**config.mk**
```make
export PLATFORM = sky130hd
export DESIGN_NAME = rc_pwm_receiver_conditioner
export DESIGN_NICKNAME = d
export VERILOG_FILES = /design/src/rtl/rpr_pkg.sv /design/src/rtl/rpr_div.sv /design/src/rtl/rpr_datapath.sv /design/src/rtl/rpr_ctrl.sv /design/src/rtl/rc_pwm_receiver_conditioner.sv
export SDC_FILE = /design/constraint.sdc
export NUM_CORES = 2
export LEC_CHECK = 0
export ABC_AREA = 1
export BUFFER_PORTS_ARGS = -buffer_cell sky130_fd_sc_hd__buf_2
export CORE_UTILIZATION = 65
export CTS_BUF_LIST = sky130_fd_sc_hd__clkbuf_8
export DETAILED_ROUTE_END_ITERATION = 10
export GPL_ROUTABILITY_DRIVEN = 1
export PLACE_DENSITY = 0.81
export SYNTH_ARGS = -nofsm -noshare
export SYNTH_HDL_FRONTEND = slang
export SYNTH_SLANG_ARGS = --single-unit
export TNS_END_PERCENT = 30
```
**constraint.sdc**
```tcl
create_clock -name clk -period 10.43 [get_ports clk]
set_input_delay 1.5645 -clock clk [delete_from_list [all_inputs] [get_ports clk]]
set_output_delay 1.5645 -clock clk [all_outputs]
set_load 0.01 [all_outputs]
```
**src/rtl/rpr_pkg.sv**
```systemverilog
`default_nettype none
package rpr_pkg;

  localparam int PW = 13;          // pulse width field
  localparam int EW = 16;          // epsilon field
  localparam int QW = 16;          // Q1.15 output
  localparam int CFG_IW = 3;
  localparam int CFG_DW = 16;

  // Quotient bits of the scaled division (r * 2^15).
  localparam int DIV_STEPS = 15;
  localparam logic [QW-1:0] Q_MAX = 16'd32767;

  localparam logic [CFG_IW-1:0] REG_STEER_MIN    = 3'd0;
  localparam logic [CFG_IW-1:0] REG_STEER_MAX    = 3'd1;
  localparam logic [CFG_IW-1:0] REG_THROTTLE_MIN = 3'd2;
  localparam logic [CFG_IW-1:0] REG_THROTTLE_MAX = 3'd3;
  localparam logic [CFG_IW-1:0] REG_AUX_THRESH   = 3'd4;
  localparam logic [CFG_IW-1:0] REG_EPSILON      = 3'd5;

  localparam logic [PW-1:0] STEER_MIN_RST = 13'd1000;
  localparam logic [PW-1:0] STEER_MAX_RST = 13'd2000;
  localparam logic [PW-1:0] THR_MIN_RST   = 13'd1000;
  localparam logic [PW-1:0] THR_MAX_RST   = 13'd2000;
  localparam logic [PW-1:0] AUX_RST       = 13'd1500;
  localparam logic [EW-1:0] EPS_RST       = 16'd3277;

  typedef struct packed {
    logic [PW-1:0] steer_pulse;
    logic [PW-1:0] throttle_pulse;
    logic [PW-1:0] arm_pulse;
    logic [PW-1:0] calib_pulse;
  } frame_t;

  typedef struct packed {
    logic                 link_up;
    logic                 is_armed;
    logic signed [QW-1:0] steering_out;
    logic signed [QW-1:0] throttle_out;
  } result_t;

  typedef struct packed {
    logic       load_frame;
    logic       filt;
    logic [1:0] ch;
    logic       flags;
    logic       widen;
    logic       map_set;
    logic       map_chk;
    logic       div_step;
    logic       map_end;
    logic       map_ch;
    logic       out_load;
  } cmd_t;

  typedef struct packed {
    logic out_free;
  } sts_t;

endpackage
`default_nettype wire

```
**src/rtl/rpr_div.sv**
```systemverilog
`default_nettype none
module rpr_div import rpr_pkg::*; (
  input  wire logic              clk,
  input  wire logic              start,
  input  wire logic              step,
  input  wire logic [PW-1:0]     dividend,
  input  wire logic [PW-1:0]     divisor,
  output logic [DIV_STEPS-1:0]   quotient
);

  // Restoring division of dividend * 2^DIV_STEPS by divisor, one bit per
  // step. The dividend is below the divisor whenever the result is used.
  logic [PW-1:0]        rem;
  logic [PW-1:0]        den;
  logic [DIV_STEPS-1:0] q;
  logic [PW:0]          trial;

  assign trial = {rem, 1'b0};

  always_ff @(posedge clk) begin
    if (start) begin
      rem <= dividend;
      den <= divisor;
      q   <= '0;
    end else if (step) begin
      if (trial >= {1'b0, den}) begin
        rem <= PW'(trial - {1'b0, den});
        q   <= {q[DIV_STEPS-2:0], 1'b1};
      end else begin
        rem <= trial[PW-1:0];
        q   <= {q[DIV_STEPS-2:0], 1'b0};
      end
    end
  end

  assign quotient = q;

endmodule
`default_nettype wire

```
**src/rtl/rpr_datapath.sv**
```systemverilog
`default_nettype none
module rpr_datapath import rpr_pkg::*; #(
  parameter int unsigned PULSE_TIMEOUT_US = 5000
) (
  input  wire logic              clk,
  input  wire logic              rst,
  input  wire frame_t            frame,
  input  wire logic              cfg_write,
  input  wire logic [CFG_IW-1:0] cfg_index,
  input  wire logic [CFG_DW-1:0] cfg_data,
  input  wire cmd_t              cmd,
  output sts_t                   sts,
  output logic                   result_valid,
  input  wire logic              result_stall,
  output result_t                result
);

  localparam logic [PW-1:0] TIMEOUT = PW'(PULSE_TIMEOUT_US);

  // Configuration registers.
  logic [PW-1:0] steer_min, steer_max, thr_min, thr_max, aux_thresh;
  logic [EW-1:0] epsilon;

  // Conditioner state: channel 0 steering, 1 throttle, 2 arm, 3 calibrate.
  logic [PW-1:0] frm [4];
  logic [PW-1:0] raw_last [4];
  logic [PW-1:0] acc [4];
  logic [PW-1:0] lower [2];
  logic [PW-1:0] upper [2];
  logic          link, arm;

  // Mapping intermediates.
  logic [PW:0]          map_an;
  logic [PW-1:0]        map_as;
  logic                 map_neg, map_zero, map_sat;
  logic signed [QW-1:0] steer_res, thr_res;
  logic [DIV_STEPS-1:0] quotient;

  // Glitch filter for the selected channel.
  logic [PW-1:0]   f_v, f_prev, f_d;
  logic [28:0]     f_prod;
  logic            f_take;

  always_comb begin
    f_v    = frm[cmd.ch];
    f_prev = raw_last[cmd.ch];
    f_d    = (f_v > f_prev) ? (f_v - f_prev) : (f_prev - f_v);
    f_prod = 29'(epsilon) * 29'(f_prev);
    f_take = {f_d, 16'b0} <= f_prod;
  end

  logic link_next;
  assign link_next = link | ((acc[0] != '0) & (acc[1] != '0) & (acc[2] != '0));

  // Edge widening while calibrating: outer quarter zones of the nominal range.
  logic          calib_on;
  logic [PW-1:0] nom_lo [2];
  logic [PW-1:0] nom_hi [2];
  logic          lo_take [2];
  logic          hi_take [2];

  assign calib_on  = link & ~arm & (acc[3] >= aux_thresh);
  assign nom_lo[0] = steer_min;
  assign nom_hi[0] = steer_max;
  assign nom_lo[1] = thr_min;
  assign nom_hi[1] = thr_max;

  always_comb begin
    for (int c = 0; c < 2; c++) begin
      lo_take[c] = ({acc[c], 2'b0} < ({2'b0, nom_lo[c]} + {1'b0, nom_lo[c], 1'b0}
                                      + {2'b0, nom_hi[c]}))
                   && ((acc[c] < lower[c]) || (lower[c] == nom_lo[c]));
      hi_take[c] = ({acc[c], 2'b0} > ({2'b0, nom_hi[c]} + {1'b0, nom_hi[c], 1'b0}
                                      + {2'b0, nom_lo[c]}))
                   && ((acc[c] > upper[c]) || (upper[c] == nom_hi[c]));
    end
  end

  // Mapping set-up: num = 2v - lo - hi, span = hi - lo.
  logic signed [QW-1:0] m_num;
  logic signed [PW:0]   m_span;
  logic [PW-1:0]        m_lo, m_hi, m_v;

  always_comb begin
    m_lo   = lower[cmd.map_ch];
    m_hi   = upper[cmd.map_ch];
    m_v    = acc[cmd.map_ch];
    m_num  = $signed({2'b00, m_v, 1'b0}) - $signed({3'b000, m_lo})
             - $signed({3'b000, m_hi});
    m_span = $signed({1'b0, m_hi}) - $signed({1'b0, m_lo});
  end

  logic [QW-1:0] m_mag;
  logic [QW-1:0] m_val;

  always_comb begin
    m_mag = map_sat ? Q_MAX : QW'(quotient);
    if (map_zero || !(link && arm)) begin
      m_val = '0;
    end else if (map_neg) begin
      m_val = QW'(~m_mag + 1'b1);
    end else begin
      m_val = m_mag;
    end
  end

  rpr_div u_div (
    .clk      (clk),
    .start    (cmd.map_chk),
    .step     (cmd.div_step),
    .dividend (map_an[PW-1:0]),
    .divisor  (map_as),
    .quotient (quotient)
  );

  always_ff @(posedge clk) begin
    if (rst) begin
      steer_min  <= STEER_MIN_RST;
      steer_max  <= STEER_MAX_RST;
      thr_min    <= THR_MIN_RST;
      thr_max    <= THR_MAX_RST;
      aux_thresh <= AUX_RST;
      epsilon    <= EPS_RST;
      lower[0]   <= STEER_MIN_RST;
      upper[0]   <= STEER_MAX_RST;
      lower[1]   <= THR_MIN_RST;
      upper[1]   <= THR_MAX_RST;
      for (int c = 0; c < 4; c++) begin
        raw_last[c] <= '0;
        acc[c]      <= '0;
      end
      link <= 1'b0;
      arm  <= 1'b0;
    end else begin
      if (cfg_write) begin
        unique case (cfg_index)
          REG_STEER_MIN: begin
            steer_min <= cfg_data[PW-1:0];
            lower[0]  <= cfg_data[PW-1:0];
          end
          REG_STEER_MAX: begin
            steer_max <= cfg_data[PW-1:0];
            upper[0]  <= cfg_data[PW-1:0];
          end
          REG_THROTTLE_MIN: begin
            thr_min  <= cfg_data[PW-1:0];
            lower[1] <= cfg_data[PW-1:0];
          end
          REG_THROTTLE_MAX: begin
            thr_max  <= cfg_data[PW-1:0];
            upper[1] <= cfg_data[PW-1:0];
          end
          REG_AUX_THRESH: aux_thresh <= cfg_data[PW-1:0];
          REG_EPSILON:    epsilon    <= cfg_data[EW-1:0];
          default: ;
        endcase
      end
      if (cmd.filt) begin
        raw_last[cmd.ch] <= f_v;
        if (f_take) begin
          acc[cmd.ch] <= f_v;
        end
      end
      if (cmd.flags) begin
        link <= link_next;
        if (link_next) begin
          arm <= acc[2] >= aux_thresh;
        end
      end
      if (cmd.widen && calib_on) begin
        for (int c = 0; c < 2; c++) begin
          if (lo_take[c]) lower[c] <= acc[c];
          if (hi_take[c]) upper[c] <= acc[c];
        end
      end
    end
  end

  // Payload registers.
  always_ff @(posedge clk) begin
    if (cmd.load_frame) begin
      // Widths beyond the timeout count as a missing pulse.
      frm[0] <= (frame.steer_pulse    > TIMEOUT) ? '0 : frame.steer_pulse;
      frm[1] <= (frame.throttle_pulse > TIMEOUT) ? '0 : frame.throttle_pulse;
      frm[2] <= (frame.arm_pulse      > TIMEOUT) ? '0 : frame.arm_pulse;
      frm[3] <= (frame.calib_pulse    > TIMEOUT) ? '0 : frame.calib_pulse;
    end
    if (cmd.map_set) begin
      map_an  <= m_num[QW-1] ? (PW+1)'(~m_num + 1'b1) : (PW+1)'(m_num);
      map_as  <= m_span[PW] ? PW'(~m_span + 1'b1) : m_span[PW-1:0];
      map_neg <= m_num[QW-1] ^ m_span[PW];
    end
    if (cmd.map_chk) begin
      map_zero <= (map_as == '0)
                  || ({map_an, 16'b0} < (30'(epsilon) * 30'(map_as)));
      map_sat  <= map_an >= {1'b0, map_as};
    end
    if (cmd.map_end) begin
      if (cmd.map_ch) begin
        thr_res <= $signed(m_val);
      end else begin
        steer_res <= $signed(m_val);
      end
    end
    if (cmd.out_load) begin
      result.link_up      <= link;
      result.is_armed     <= arm;
      result.steering_out <= steer_res;
      result.throttle_out <= thr_res;
    end
  end

  always_ff @(posedge clk) begin
    if (rst) begin
      result_valid <= 1'b0;
    end else begin
      result_valid <= cmd.out_load | (result_valid & result_stall);
    end
  end

  assign sts.out_free = ~result_valid | ~result_stall;

endmodule
`default_nettype wire

```
**src/rtl/rpr_ctrl.sv**
```systemverilog
`default_nettype none
module rpr_ctrl import rpr_pkg::*; (
  input  wire logic clk,
  input  wire logic rst,
  input  wire logic frame_valid,
  output logic      frame_stall,
  output cmd_t      cmd,
  input  wire sts_t sts
);

  localparam logic [3:0] S_IDLE  = 4'd0;
  localparam logic [3:0] S_FILT  = 4'd1;
  localparam logic [3:0] S_FLAGS = 4'd2;
  localparam logic [3:0] S_WIDEN = 4'd3;
  localparam logic [3:0] S_MSET  = 4'd4;
  localparam logic [3:0] S_MCHK  = 4'd5;
  localparam logic [3:0] S_DIV   = 4'd6;
  localparam logic [3:0] S_MEND  = 4'd7;
  localparam logic [3:0] S_DONE  = 4'd8;

  localparam logic [3:0] DIV_LAST = 4'(DIV_STEPS - 1);

  logic [3:0] state, state_next;
  logic [3:0] cnt, cnt_next;
  logic       mch, mch_next;

  assign frame_stall = (state != S_IDLE);

  always_comb begin
    state_next = state;
    cnt_next   = cnt;
    mch_next   = mch;
    cmd        = '0;
    cmd.ch     = cnt[1:0];
    cmd.map_ch = mch;
    unique case (state)
      S_IDLE: begin
        if (frame_valid) begin
          cmd.load_frame = 1'b1;
          cnt_next       = '0;
          state_next     = S_FILT;
        end
      end
      S_FILT: begin
        cmd.filt = 1'b1;
        cnt_next = cnt + 4'd1;
        if (cnt[1:0] == 2'd3) begin
          state_next = S_FLAGS;
        end
      end
      S_FLAGS: begin
        cmd.flags  = 1'b1;
        state_next = S_WIDEN;
      end
      S_WIDEN: begin
        cmd.widen  = 1'b1;
        mch_next   = 1'b0;
        state_next = S_MSET;
      end
      S_MSET: begin
        cmd.map_set = 1'b1;
        state_next  = S_MCHK;
      end
      S_MCHK: begin
        cmd.map_chk = 1'b1;
        cnt_next    = '0;
        state_next  = S_DIV;
      end
      S_DIV: begin
        cmd.div_step = 1'b1;
        cnt_next     = cnt + 4'd1;
        if (cnt == DIV_LAST) begin
          state_next = S_MEND;
        end
      end
      S_MEND: begin
        cmd.map_end = 1'b1;
        if (mch) begin
          state_next = S_DONE;
        end else begin
          mch_next   = 1'b1;
          state_next = S_MSET;
        end
      end
      S_DONE: begin
        if (sts.out_free) begin
          cmd.out_load = 1'b1;
          state_next   = S_IDLE;
        end
      end
      default: state_next = S_IDLE;
    endcase
  end

  always_ff @(posedge clk) begin
    if (rst) begin
      state <= S_IDLE;
      cnt   <= '0;
      mch   <= 1'b0;
    end else begin
      state <= state_next;
      cnt   <= cnt_next;
      mch   <= mch_next;
    end
  end

endmodule
`default_nettype wire

```
**src/rtl/rc_pwm_receiver_conditioner.sv**
```systemverilog
// RC receiver conditioner. Each item on the frame channel holds four
// measured pulse widths (steering, throttle, arm and calibrate switches);
// each frame gives exactly one item on the result channel with the link and
// armed flags and the steering and throttle commands in Q1.15.
// An item is taken when valid is high and stall is low, on either channel.
// The configuration port writes one register per cycle with cfg_write high;
// writing a nominal edge register also reloads that channel's edge. Write
// only while no frame is being worked on.
// A frame passes through the glitch filter (one channel a cycle on a
// shared multiplier), then the link and armed flags, then calibration,
// then the mapping of each axis in turn, most of which is the restoring
// divider. A new frame is not accepted before the last one is through;
// frame_stall is high while a frame is in progress.
// The result sits in an output register: a new frame is accepted while it
// waits, and if the receiver still stalls when the next result is ready,
// the block holds that result and stalls the frame channel until room frees.
// Synchronous reset clears all history, flags and the result channel and
// restores the default configuration.
`default_nettype none
module rc_pwm_receiver_conditioner import rpr_pkg::*; #(
  parameter int unsigned PULSE_TIMEOUT_US = 5000
) (
  input  wire logic              clk,
  input  wire logic              rst,
  input  wire logic              frame_valid,
  output logic                   frame_stall,
  input  wire frame_t            frame,
  output logic                   result_valid,
  input  wire logic              result_stall,
  output result_t                result,
  input  wire logic              cfg_write,
  input  wire logic [CFG_IW-1:0] cfg_index,
  input  wire logic [CFG_DW-1:0] cfg_data
);

  cmd_t cmd;
  sts_t sts;

  rpr_ctrl u_ctrl (
    .clk         (clk),
    .rst         (rst),
    .frame_valid (frame_valid),
    .frame_stall (frame_stall),
    .cmd         (cmd),
    .sts         (sts)
  );

  rpr_datapath #(
    .PULSE_TIMEOUT_US (PULSE_TIMEOUT_US)
  ) u_datapath (
    .clk          (clk),
    .rst          (rst),
    .frame        (frame),
    .cfg_write    (cfg_write),
    .cfg_index    (cfg_index),
    .cfg_data     (cfg_data),
    .cmd          (cmd),
    .sts          (sts),
    .result_valid (result_valid),
    .result_stall (result_stall),
    .result       (result)
  );

endmodule
`default_nettype wire

```
* Yosys cells after proc, flatten, opt, wreduce, memory -nomap -nowiden
Memories as Yosys holds them, arrays and structs flattened. A register that Yosys moved wholly into a read port is not among the register bits. Index checks and enable logic that the tools add are counted.
Storage, ports and cells: word-level logic and storage cells 255, memories kept 5, input port bits 76, RAM bits 208, register bits after elaboration 230
Memory list:
- u_datapath.acc | words 4, bits a word 13, rd ports 5, clocked after memory_dff 1, wr ports 4, RTL line rpr_datapath.sv:27 | logic [PW-1:0] acc [4];
- u_datapath.frm | words 4, bits a word 13, rd ports 1, clocked after memory_dff 1, wr ports 4, RTL line rpr_datapath.sv:25 | logic [PW-1:0] frm [4];
- u_datapath.raw_last | words 4, bits a word 13, rd ports 1, clocked after memory_dff 1, wr ports 4, RTL line rpr_datapath.sv:26 | logic [PW-1:0] raw_last [4];
- u_datapath.lower | words 2, bits a word 13, rd ports 3, clocked after memory_dff 1, wr ports 2, RTL line rpr_datapath.sv:28 | logic [PW-1:0] lower [2];
- u_datapath.upper | words 2, bits a word 13, rd ports 3, clocked after memory_dff 1, wr ports 2, RTL line rpr_datapath.sv:29 | logic [PW-1:0] upper [2];
Operators by class: reductions and logical operators 37, equal/unequal tests 23, $lt $le $gt $ge 19, bitwise logic cells 24, multipliers 2, add/sub/neg operators 18, mux-type cells 101
Operators with widths (number):
- 13-bit 2-to-1 mux | 19
- 1-bit 2-to-1 mux | 63
- 13-bit by 14-bit adder with 15-bit output | 4
- 15-bit by 13-bit adder with 15-bit output | 4
- 16-bit by 13-bit multiplier with 29-bit output | 2
- 13-bit equality test | 4
- 13-bit > comparator, second input constant | 4
- 13-bit > comparator | 3
- 13-bit nonzero test | 3
- 13-bit subtractor | 3
- 4-bit case mux with 9 select lines | 1
- 16-bit 2-to-1 mux | 2
- 15-bit > comparator | 2
- 15-bit < comparator | 2
- 30-bit by 29-bit < comparator with 1-bit output | 1
- 29-bit <= comparator | 1
- 14-bit by 13-bit >= comparator with 1-bit output | 2
- 13-bit >= comparator | 2
- 13-bit < comparator | 2
- 13-bit OR reduction | 2
- 4-bit 2-to-1 mux | 6
- 2-bit AND reduction | 10
- 16-bit by 1-bit adder with 16-bit output, second input constant | 1
- 4-bit by 3-bit equality test with 1-bit output, second input constant | 4
- 38 further kinds | 77

* Depth between registers and ports, before layout
depth in word-level cells 9, gate-level depth with buffers 45, depth with buffers taken out 42

* Hierarchy
A second synthesis with hierarchy kept.
Unflattened totals: cells, all modules 5396, area, all modules 43743.2 um2
By module, submodules not included:
- rpr_datapath | instances 1, cells each 4980, area an instance 40532.6 um2
- rpr_div | instances 1, cells each 321, area an instance 2591.2 um2
- rpr_ctrl | instances 1, cells each 95, area an instance 619.3 um2

* Worst setup path before layout
OpenSTA, ideal clock, no wires.
kind register to register, start register with a tool-made name, end memory u_datapath.acc[2][0] (enable), required time 10029 ps, cell stages (with the launch flop) 38, path buffers 3, clock period less this slack 7834 ps, setup slack 2596 ps, arrival time 7433 ps, path through dfxtp_1 buf_4 buf_2 buf_1 nand2_1 nand3_1 nand2_1 clkinv_1 nand2_1 fa_1 fa_1 fa_1 inv_1 fa_1 inv_1 fa_1 inv_1 ha_1 [... 2 more ...] a21oi_1 o21ai_0 nand2_1 nand3_1 a21oi_1 o21ai_0 xor2_1 ha_1 nand4_1 nor2_1 nand2_1 nor2_1 nand4_1 nor2_1 nand4_1 nand2_2 inv_2 o21ai_0
RTL lines (RTL line):
- to (decl) | rpr_datapath.sv:27

==> results.py <==
metrics = {
    "synthesis": {
        "synth_common_cells": "nand2_1 (1,217), inv_1 (880), ha_1 (449)",
        "netlist_area_mm2": 0.0435,
        "yosysSeqAreaShare_pct": 27.9,
        "yosysWarnings": 0,
        "netlist.area_leader.share_pct": 22.7,
        "synthFlopType": "edfxtp_1",
        "syn-num-nets": 6146,
        "synthCells": 5255,
        "ys_ff_latch": 440,
        "yosysTopAreaCell": "edfxtp_1",
        "synth_edf_count": 329,
        "yosys-top-cells-area": "edfxtp_1 (23%), fa_1 (17%), ha_1 (13%), nand2_1 (11%), inv_1 (7.6%)",
        "synth-async-reset-ratio_pct": 0,
        "synth_cell_types": 64,
        "avgSynthCellArea_um2": 8.27,
        "synth_most_common_cell": "nand2_1",
    },
    "clock_tree": {
        "htreeDepth": 3,
        "root_buffer": "clkbuf_8",
        "clock_latency_ns": 0.70,
        "hold_buffers": 0,
        "clk_pin_slew_ns": 0.06,
        "cts_sinks": 440,
        "post_cts_resized": 0,
        "clock_path_buffers": 3,
        "cts_setup_buffers": 0,
        "cts_buffers": 76,
        "cts_tree": "built",
    },
    "critical_path": {
        "worstSetupPathType": "reg2reg",
        "crit_fanout": 50,
        "r2r_slack_ns": 1.08,
        "cp.required_ns": 10.75,
        "path_buf_inv": 8,
        "slowest_delay_ns": 0.63,
        "critPathTopFamily": "adder cells",
        "crit_slowest_cell": "dfxtp_1",
        "endpoint_kind": "flop",
        "start_kind": "flop",
        "critPathArrivalTime_ns": 9.67,
    },
    "sta": {
        "setup_viol": 0,
        "period_needed_ns": 9.35,
        "finalMaxSlewViolations": 0,
        "rsz0062_at_grt": "no",
        "fmax_mhz": 107,
        "setup-tns-final_ns": 0,
        "skew_ns": 0.0489,
        "min_period_over_period_pct": 89.6,
        "worstMarginPinSlew_ns": 1.31,
        "finalHoldViolCount": 0,
        "relSlewSlack_pct": 12.2,
    },
    "final_layout": {
        "antenna_cells": 0,
        "post_route_cells_drive_above_1_share_pct": 6.74,
        "fillers": 5356,
        "fin_nets": 6212,
        "area_growth_pct": 6.24,
    },
    "floorplanning": {
        "fp.coreArea_mm2": 0.0660,
        "rows": 94,
        "initial_core_util_pct": 65.9,
        "die_height_um": 261,
        "io_pins": 112,
        "dieArea_mm2": 0.0679,
        "dieWidth_um": 261,
    },
    "global_routing": {
        "grt.total_usage_pct": 37.0,
        "grt_pass1_wl_mm": 193,
        "grt_overflow": 0,
        "grt_pass1_vias": 36100,
        "antenna_found_initial": 1,
        "grt_max_degree": 71,
    },
    "detailed_routing": {
        "via_count": 36800,
        "drcViolationCount": 10,
        "postRouteWirelength_mm": 124,
        "drt_iter0_drc": 3553,
        "avgRoutedWirePerCell_um": 19.8,
        "viasPerCell": 5.88,
        "ant_nets": 0,
        "dr.pass1.iters": 10,
    },
    "flow_run": {
        "drv_cap": 0,
    },
    "place": {
        "hpwlAfterDp_mm": 94.7,
        "place.gp.congestion": 1.01,
        "port_buffers": 111,
    },
    "outcome": {
        "violations": "design-rule violations",
        "status": "finished, violations left",
    },
    "min_path": {
        "holdCritPathClass": "reg2reg",
    },
}
## final timing paths
| check | from | end | depth (start not counted) |
|---|---|---|---|
| worst max-delay path | flop | u_datapath.acc[0][0] | 35 |
| worst min-delay path | u_datapath.steer_res[2] | u_datapath.result[18] | 0 |
| worst max register to register | flop | u_datapath.acc[0][0] | 35 |
| worst min register to register | u_datapath.steer_res[2] | u_datapath.result[18] | 0 |
## per-layer routing
| metal | GRT usage [%] | wire (µm) | share of wire, % |
|---|---|---|---|
| met3 | 7.09 | 12200 | 9.9 |
| met2 | 59.2 | 55900 | 45 |
| met1 | 49.0 | 49600 | 40 |
| met5 | 0 | 8 | 0.0065 |
| met4 | 16.5 | 5800 | 4.7 |
## stage by stage
stage	utilization, %	hold WS [ns]	cell area [µm²]	std cells	worst slack [ns]
2_1_floorplan	-	0.400	43500	5255	2.60
3_3_place_gp	67.7	0.402	44700	6107	1.61
3_5_place_dp	67.7	0.405	44700	6107	1.22
4_1_cts	70.0	0.393	46200	6246	1.20
5_1_grt	70.0	0.418	46200	6246	0.581
6_report	70.0	0.403	46200	6246	1.08
## cell usage in the layout (no fill, tap or decap), drive strengths merged, types with 31 or more instances in the layout
| cell | netlist | layout |
|---|---|---|
| nand2 | 1225 | 1225 |
| inv | 906 | 946 |
| ha | 449 | 449 |
| nor2 | 406 | 406 |
| fa | 366 | 366 |
| a21oi | 349 | 349 |
| edfxtp | 329 | 329 |
| nand3 | 193 | 193 |
| o21ai | 193 | 193 |
| buf | 64 | 142 |
| dfxtp | 111 | 111 |
| clkbuf | 90 | 87 |
| xor2 | 83 | 83 |
| nor3 | 82 | 82 |
| xnor2 | 74 | 74 |
| nand4 | 58 | 58 |
| o211ai | 41 | 41 |
| o22ai | 38 | 38 |
| a21boi | 31 | 31 |
## registers in the layout, summed over array words and instances (netlist names), 4 cells and up, named ones only
signal	cells
u_ctrl.state	4
u_datapath.lower	26
u_datapath.u_div.den	13
u_datapath.acc	52
u_datapath.aux_thresh	13
u_datapath.u_div.rem	13
u_datapath.map_an	13
u_datapath.upper	26
u_datapath.frm	52
u_datapath.result	34
u_datapath.steer_res	16
u_datapath.raw_last	52
u_datapath.steer_min	13
u_datapath.epsilon	16
u_ctrl.cnt	4
u_datapath.u_div.quotient	15
u_datapath.steer_max	13
u_datapath.thr_res	16
u_datapath.thr_min	13
u_datapath.thr_max	13
u_datapath.map_as	13
## cell type report
type / count / area [µm²] / share of cell area (%)
Clock buffer: 87 / 1200 / 2.59
Clock inverter: 52 / 312 / 0.675
Inverter: 914 / 3430 / 7.44
Multi-Input combinational cell: 3747 / 27200 / 59.0
Sequential cell: 440 / 12100 / 26.2
Tap cell: 864 / 1080 / 2.34
Timing Repair Buffer: 142 / 788 / 1.71
## kinds of logic after synthesis
kind of cell | after synthesis | share of synthesized area (%)
AOI/OAI and AO/OA | 761 | 10.1
xor gates and xnor gates | 157 | 3.20
adders and majority gates | 815 | 29.8
buffers and inverters | 1068 | 9.51
DFF | 440 | 27.9
muxes | 1 | 0.0518
and+or+nand+nor | 2013 | 19.5
Power is not shown: default switching activity piles up to over one toggle a cycle in this logic, so the estimate is an artifact.
